## src/hw/rtl/pidc_pkg.sv

```systemverilog
// pidc_pkg.sv: shared widths, codes, microcode ROM and fixed-point helpers
// for the PID step block. No dependencies; used by all pidc modules.

package pidc_pkg;

  localparam int DATA_WIDTH    = 32;
  localparam int FRAC_BITS     = 16;
  localparam int OPB_WIDTH     = DATA_WIDTH + 1;
  localparam int PROD_WIDTH    = DATA_WIDTH + OPB_WIDTH;
  localparam int SUM_WIDTH     = DATA_WIDTH + 2;
  localparam int CFG_COUNT     = 8;
  localparam int CFG_IDX_WIDTH = $clog2(CFG_COUNT);
  localparam int PC_WIDTH      = 4;

  localparam logic signed [DATA_WIDTH-1:0] VMAX = {1'b0, {(DATA_WIDTH-1){1'b1}}};
  localparam logic signed [DATA_WIDTH-1:0] VMIN = {1'b1, {(DATA_WIDTH-1){1'b0}}};

  localparam logic [PROD_WIDTH:0] RND_POS =
    {{(PROD_WIDTH-FRAC_BITS+1){1'b0}}, 1'b1, {(FRAC_BITS-1){1'b0}}};
  localparam logic [PROD_WIDTH:0] RND_NEG = RND_POS - (PROD_WIDTH+1)'(1);

  typedef enum logic [1:0] {
    REQ_UPDATE = 2'd0,
    REQ_TRACK  = 2'd1,
    REQ_CLEAR  = 2'd2
  } req_t;

  typedef enum logic [CFG_IDX_WIDTH-1:0] {
    CFG_KP, CFG_KI_HALF_T, CFG_D_GAIN, CFG_D_POLE,
    CFG_TRACKING_GAIN, CFG_OUT_MIN, CFG_OUT_MAX, CFG_INT_LIMIT
  } cfg_idx_t;

  typedef enum logic [2:0] {MA_KP, MA_KI, MA_DG, MA_DP, MA_TG} mula_t;
  typedef enum logic [2:0] {MB_ESUM, MB_MDIFF, MB_DST, MB_ERR, MB_ADIFF} mulb_t;

  typedef enum logic [2:0] {
    ALU_NOP, ALU_ERR, ALU_NEGQ, ALU_DNEW, ALU_INTQ, ALU_SUM, ALU_DRIVE, ALU_CLR
  } alu_t;

  typedef enum logic [1:0] {JC_NEXT, JC_END, JC_END_TG_OFF} jc_t;

  typedef struct packed {
    logic  ld_op;
    mula_t mul_a;
    mulb_t mul_b;
    alu_t  alu;
    jc_t   jc;
  } ucode_t;

  typedef struct packed {
    logic  load_in;
    logic  load_out;
    logic  ld_op;
    mula_t mul_a;
    mulb_t mul_b;
    alu_t  alu;
  } dp_ctl_t;

  typedef struct packed {
    logic tg_on;
  } dp_stat_t;

  localparam logic [PC_WIDTH-1:0] UC_UPDATE = PC_WIDTH'(0);
  localparam logic [PC_WIDTH-1:0] UC_TRACK  = PC_WIDTH'(8);
  localparam logic [PC_WIDTH-1:0] UC_CLEAR  = PC_WIDTH'(12);
  localparam logic [PC_WIDTH-1:0] UC_IDLE   = PC_WIDTH'(13);

  function automatic ucode_t uc(input logic ld, input mula_t a, input mulb_t b,
                                input alu_t op, input jc_t j);
    ucode_t w;
    w.ld_op = ld;
    w.mul_a = a;
    w.mul_b = b;
    w.alu   = op;
    w.jc    = j;
    return w;
  endfunction

  // Product pipeline: operands loaded at a step pass through the operand, product and rounding registers to q.
  function automatic ucode_t ucode_rom(input logic [PC_WIDTH-1:0] pc);
    ucode_t w;
    unique case (pc)
      UC_UPDATE:                  w = uc(1'b1, MA_DG, MB_MDIFF, ALU_ERR,   JC_NEXT);
      UC_UPDATE + PC_WIDTH'(1):   w = uc(1'b1, MA_DP, MB_DST,   ALU_NOP,   JC_NEXT);
      UC_UPDATE + PC_WIDTH'(2):   w = uc(1'b1, MA_KI, MB_ESUM,  ALU_NOP,   JC_NEXT);
      UC_UPDATE + PC_WIDTH'(3):   w = uc(1'b1, MA_KP, MB_ERR,   ALU_NEGQ,  JC_NEXT);
      UC_UPDATE + PC_WIDTH'(4):   w = uc(1'b0, MA_KP, MB_ERR,   ALU_DNEW,  JC_NEXT);
      UC_UPDATE + PC_WIDTH'(5):   w = uc(1'b0, MA_KP, MB_ERR,   ALU_INTQ,  JC_NEXT);
      UC_UPDATE + PC_WIDTH'(6):   w = uc(1'b0, MA_KP, MB_ERR,   ALU_SUM,   JC_NEXT);
      UC_UPDATE + PC_WIDTH'(7):   w = uc(1'b0, MA_KP, MB_ERR,   ALU_DRIVE, JC_END);
      UC_TRACK:                   w = uc(1'b1, MA_TG, MB_ADIFF, ALU_NOP,   JC_END_TG_OFF);
      UC_TRACK + PC_WIDTH'(1):    w = uc(1'b0, MA_TG, MB_ADIFF, ALU_NOP,   JC_NEXT);
      UC_TRACK + PC_WIDTH'(2):    w = uc(1'b0, MA_TG, MB_ADIFF, ALU_NOP,   JC_NEXT);
      UC_TRACK + PC_WIDTH'(3):    w = uc(1'b0, MA_TG, MB_ADIFF, ALU_INTQ,  JC_END);
      UC_CLEAR:                   w = uc(1'b0, MA_KP, MB_ERR,   ALU_CLR,   JC_END);
      default:                    w = uc(1'b0, MA_KP, MB_ERR,   ALU_NOP,   JC_END);
    endcase
    return w;
  endfunction

  function automatic logic [PC_WIDTH-1:0] entry_pc(input logic [1:0] req);
    logic [PC_WIDTH-1:0] a;
    unique case (req)
      REQ_UPDATE: a = UC_UPDATE;
      REQ_TRACK:  a = UC_TRACK;
      REQ_CLEAR:  a = UC_CLEAR;
      default:    a = UC_IDLE;
    endcase
    return a;
  endfunction

  function automatic logic [SUM_WIDTH-1:0] sx(input logic [DATA_WIDTH-1:0] v);
    return {{(SUM_WIDTH-DATA_WIDTH){v[DATA_WIDTH-1]}}, v};
  endfunction

  function automatic logic [DATA_WIDTH-1:0] sat_sum(input logic [SUM_WIDTH-1:0] v);
    logic [SUM_WIDTH-DATA_WIDTH:0] top;
    top = v[SUM_WIDTH-1:DATA_WIDTH-1];
    if ((&top) || !(|top)) return v[DATA_WIDTH-1:0];
    return v[SUM_WIDTH-1] ? VMIN : VMAX;
  endfunction

  // Shift right by FRAC_BITS, round half away from zero, saturate.
  function automatic logic [DATA_WIDTH-1:0] qround(input logic [PROD_WIDTH-1:0] p);
    logic [PROD_WIDTH:0] s;
    logic signed [PROD_WIDTH:0] sh;
    logic [PROD_WIDTH-DATA_WIDTH+1:0] top;
    s   = {p[PROD_WIDTH-1], p} + (p[PROD_WIDTH-1] ? RND_NEG : RND_POS);
    sh  = $signed(s) >>> FRAC_BITS;
    top = sh[PROD_WIDTH:DATA_WIDTH-1];
    if ((&top) || !(|top)) return sh[DATA_WIDTH-1:0];
    return sh[PROD_WIDTH] ? VMIN : VMAX;
  endfunction

  function automatic logic [DATA_WIDTH-1:0] clamp_int(input logic [DATA_WIDTH-1:0] v,
                                                       input logic [DATA_WIDTH-2:0] lim);
    logic signed [DATA_WIDTH:0] vx;
    logic signed [DATA_WIDTH:0] lp;
    logic signed [DATA_WIDTH:0] ln;
    vx = {v[DATA_WIDTH-1], v};
    lp = {2'b00, lim};
    ln = -lp;
    if (vx > lp) return lp[DATA_WIDTH-1:0];
    if (vx < ln) return ln[DATA_WIDTH-1:0];
    return v;
  endfunction

endpackage

```

## src/hw/rtl/pidc_seq.sv

```systemverilog
// pidc_seq.sv: microcode sequencer for the PID step block: step counter,
// dispatch, conditional end, item handshakes. Depends on pidc_pkg.

module pidc_seq (
  input  logic                          clk,
  input  logic                          rst,
  input  logic                          in_valid,
  output logic                          in_stall,
  input  logic [1:0]                    req_type,
  output logic                          out_valid,
  input  logic                          out_stall,
  input  pidc_pkg::dp_stat_t            stat,
  output pidc_pkg::dp_ctl_t             ctl
);

  typedef enum logic [2:0] {
    ST_IDLE = 3'b001,
    ST_RUN  = 3'b010,
    ST_POST = 3'b100
  } seq_state_t;

  seq_state_t                       state;
  logic [pidc_pkg::PC_WIDTH-1:0]    pc;
  pidc_pkg::ucode_t                 uw;
  logic                             run;
  logic                             end_now;
  logic                             in_accept;
  logic                             load_out;

  assign uw        = pidc_pkg::ucode_rom(pc);
  assign run       = (state == ST_RUN);
  assign in_stall  = (state != ST_IDLE);
  assign in_accept = in_valid && !in_stall;
  assign load_out  = (state == ST_POST) && (!out_valid || !out_stall);

  always_comb begin
    end_now = 1'b0;
    if (run) begin
      unique case (uw.jc)
        pidc_pkg::JC_NEXT:       end_now = 1'b0;
        pidc_pkg::JC_END:        end_now = 1'b1;
        pidc_pkg::JC_END_TG_OFF: end_now = !stat.tg_on;
        default:                 end_now = 1'b1;
      endcase
    end
  end

  always_comb begin
    ctl.load_in  = in_accept;
    ctl.load_out = load_out;
    ctl.ld_op    = run && uw.ld_op;
    ctl.mul_a    = uw.mul_a;
    ctl.mul_b    = uw.mul_b;
    ctl.alu      = run ? uw.alu : pidc_pkg::ALU_NOP;
  end

  always_ff @(posedge clk) begin
    if (rst) begin
      state     <= ST_IDLE;
      pc        <= '0;
      out_valid <= 1'b0;
    end else begin
      unique case (state)
        ST_IDLE: begin
          if (in_accept) begin
            pc    <= pidc_pkg::entry_pc(req_type);
            state <= ST_RUN;
          end
        end
        ST_RUN: begin
          if (end_now) state <= ST_POST;
          else pc <= pc + pidc_pkg::PC_WIDTH'(1);
        end
        ST_POST: begin
          if (load_out) state <= ST_IDLE;
        end
        default: state <= ST_IDLE;
      endcase
      if (load_out) out_valid <= 1'b1;
      else if (!out_stall) out_valid <= 1'b0;
    end
  end

`ifndef SYNTHESIS
  a_result_from_post: assert property (@(posedge clk) disable iff (rst)
    $rose(out_valid) |-> $past(state == ST_POST))
    else $error("result raised outside post state");

  a_post_holds: assert property (@(posedge clk) disable iff (rst)
    (state == ST_POST && out_valid && out_stall) |=> state == ST_POST)
    else $error("post state left while output register full");

  a_run_exit: assert property (@(posedge clk) disable iff (rst)
    state == ST_RUN |=> (state == ST_RUN || state == ST_POST))
    else $error("program run left without post state");
`endif

endmodule

```

## config.mk

```make
export PLATFORM = sky130hd
export DESIGN_NAME = pidc_seq
export DESIGN_NICKNAME = d
export VERILOG_FILES = /design/src/hw/rtl/pidc_pkg.sv /design/src/hw/rtl/pidc_seq.sv
export SDC_FILE = /design/constraint.sdc
export NUM_CORES = 1
export LEC_CHECK = 0
export ABC_CLOCK_PERIOD_IN_PS = 3450
export BUFFER_PORTS_ARGS = -buffer_cell sky130_fd_sc_hd__clkbuf_2
export CORE_MARGIN = 1
export CORE_UTILIZATION = 55
export CTS_BUF_LIST = sky130_fd_sc_hd__clkbuf_16
export CTS_CLUSTER_SIZE = 14
export DETAILED_ROUTE_END_ITERATION = 7
export HOLD_SLACK_MARGIN = 0.15
export PLACE_DENSITY = 0.93
export SETUP_SLACK_MARGIN = 0.5
export SLEW_MARGIN = 20
export SYNTH_ARGS = -nofsm -noshare
export SYNTH_HDL_FRONTEND = slang
export SYNTH_SLANG_ARGS = --single-unit
```

## constraint.sdc

```tcl
create_clock -name clk -period 3.45 [get_ports clk]
set_input_delay 0.5175 -clock clk [delete_from_list [all_inputs] [get_ports clk]]
set_output_delay 0.5175 -clock clk [all_outputs]
set_load 0.01 [all_outputs]
```

==> metrics.txt <==
sink of the worst hold path out_valid; CTS H-Tree Depth 1; post-synthesis compound-gate area fraction 19.73%; Synth Area per Inst 8.853 sq um; Setup Skew 0.6662 ps; ratio of cells with drive above 1 in the final layout 22.03%; Clock Pin Slew Worst Setup and Hold Paths 50 ps; core area 0.001541 sq mm; Net Count, Synth 116; largest net degree at the start of global routing 16; Die X 43.31 um; Placed Cells incl. Taps 130; CP most frequent cell a311oi_1; vias in the first global route 723; Post-synth ARST share 0%; Routed Antenna Nets 0; root buf cell clkbuf_16; postcts setup bufs 0; Worst R2R Start state[1]; Filler cells 114; final wirelength 1859 um; Worst-Skew Late Latency 250 ps; Worst EP required 3580 ps; cts hold-fix bufs 0; vias 783; fmax 0.3957 GHz; crit-path max cell delay 490 ps; io pins 21; post-synthesis mux area share 2.133%; Post-Synth Simple-Gate Area 21.07%; worst r2r dst uw[4]; Worst Tran Pin Value 653.0 ps; slowest stage cell, crit path or3b_1; Slew Viols, Final 0; Nets 129; hpwl dp 1348 um; drc violations 0; slew margin rel. 56.37%; Gate power share 16.8%; wire length per cell 13.87 um; Yosys top cell by area dfxtp_1; Yosys reg bits 19; leak pwr 0.4847 nW; max_cap viols 0; post-synthesis sequential area ratio 40.53%; Die Y 43.31 um; period utilization 73.25%; outcome finished clean; synthesized instance count 106; hold_sp out_valid; GRT Overall Usage 22.89%; sw frac 25.21%; Cell Area, Synth 938.4 sq um; crit path cell chain or3b_1 -> nor2_1 -> a311oi_1 -> a311oi_1 -> inv_1 -> ha_1 -> o21a_1 -> a211oi_1 -> nor3_1; first-iteration detailed-routing DRC count 22; via/cell ratio 5.843; antenna violations before repair 0; Arr. time, crit path 2650 ps; grt ovf 0; setup TNS 0 ps; Yosys cell types 34; num rows 14; PostCTS Resize Cnt 0; main combinational cell family by area after synthesis simple AND/OR/NAND/NOR gates; reg-to-reg setup timing slack 920 ps; die area 0.001875 sq mm; Ant. Diodes 0; Hold Path Cell Cnt 2; xor and xnor area share after synthesis 0%; Warnings, synthesis 0; Adder-Cell Fraction of Synth Area 5.200%; HP Class register to register; share of the synthesized area in the top cell type 40.53%; CTS max path bufs 2; Hold Fails Final Rpt 0; Most used DFF post-synth dfxtp_1; Starting Density 60.88%; min cycle time layout 2527 ps; unrepaired setup endpoints after global routing false; setup violators final 0; IO Port Bufs 20; Placer Congestion 0.8093; Peak VDD IR 0.0003090 V; first-pass GRT wire length 3160 um; Internal Pwr Total 0.4347 mW; R2R cell count 9; total iterations of the first detailed-routing run 4; # clock sinks 19; CP endpoint kind register; CP max FO 8; TritonCTS clock tree yes; Clk pwr share 40.1%; Layout area overhead 11.87%; fin cells 134; Startpoint Class register; Psw 0.1465 mW; pwr dens 553.7 mW/mm^2; Reg power frac 43.2%; number of flops mapped to enable cells by yosys 0; WS Path Type register to register; Synth area leaders dfxtp_1 (41%), buf_4 (7.2%), a21oi_1 (4.8%); CTS Buf Count 3
## per-layer routing
metal  part of all wire, %  GRT usage, %  wire [um]  vias up
li1                      -             -          -      392
met1                    42         26.65        783      355
met2                    51         39.10        940       32
met3                   5.8         5.106        107        4
met4                   1.5         11.52         28        0
met5                     0             0          0        -
## cell usage in the layout (no fill, tap or decap), types with 4 or more instances in the layout
| cell type | n |
|---|---|
| clkbuf_2 | 20 |
| inv_1 | 6 |
| and2_1 | 5 |
| nor2_1 | 8 |
| nand2_1 | 10 |
| dfxtp_1 | 19 |
| nor3_1 | 4 |
| a21oi_1 | 9 |
| a311oi_1 | 4 |
## stage by stage
stage	total power [mW]	worst slack (ps)	hold WS, ps	cell area, sq um	utilization, %
after global routing	0.6051	666.3	520.6	1050	68.10
after CTS	0.5855	940.0	486.5	1050	68.10
after detailed placement	0.3510	900.8	480.0	970.9	62.99
after floorplan	0.3386	1219	500.6	938.4	-
after global placement	0.3467	1021	470.0	970.9	62.99
final	0.5812	923.0	489.8	1050	68.10
## registers in the layout, summed over array words and instances, names as in the netlist
register   cells
pc             4
state          3
out_valid      1
uw            11
## synthesized netlist by cell type, drive strengths merged (3+ instances only)
cell / number
o21a: 3
and2: 5
o21ai: 3
nand2: 10
nor3: 4
dfxtp: 19
a21oi: 9
nor2: 8
a311oi: 4
inv: 5
ha: 3
buf: 11
## cells by family after synthesis
kind of cell	count (synthesis)
AND/OR/NAND/NOR	37
AO/OA/AOI/OAI	27
flip-flops	19
buffers and inverters	17
adder cells (fa/ha/maj)	4
multiplexers	2
## layout make-up
type	count	area, sq um	area share [%]
clock buffers	3	75.07	7.151
clock inverters	1	3.754	0.3576
inverters	5	18.77	1.788
multi-input cells	70	451.7	43.03
flip-flops and latches	19	380.4	36.23
well taps	16	20.02	1.907
repair buffers	20	100.1	9.535
## critical path: cells and delay by family, from the launching register on
kind,cells,cell delay [ps]
AOI/OAI and AO/OA,4,920
and+or+nand+nor,3,760
DFF,1,370
adders and majority gates,1,270
buffers and inverters,1,90
## worst max path at each step
stage                        start    end  slack, ps
final                     state[1]  uw[4]        920
after global routing      state[1]  uw[4]        670
after CTS                 state[1]  uw[4]        940
after detailed placement      stat  uw[4]        900
after global placement        stat  uw[4]       1020
after floorplan               stat  uw[4]       1220
## power by group through the flow
stage                     combinational [mW]  clock [mW]  sequential (mW)
final                                 0.0974       0.233            0.251
after CTS                             0.0970       0.237            0.251
after global routing                   0.108       0.243            0.253
after global placement                0.0926           0            0.254
after detailed placement              0.0959           0            0.255
after floorplan                       0.0861           0            0.252
No activity file was read; power rests on OpenSTA's default activity.
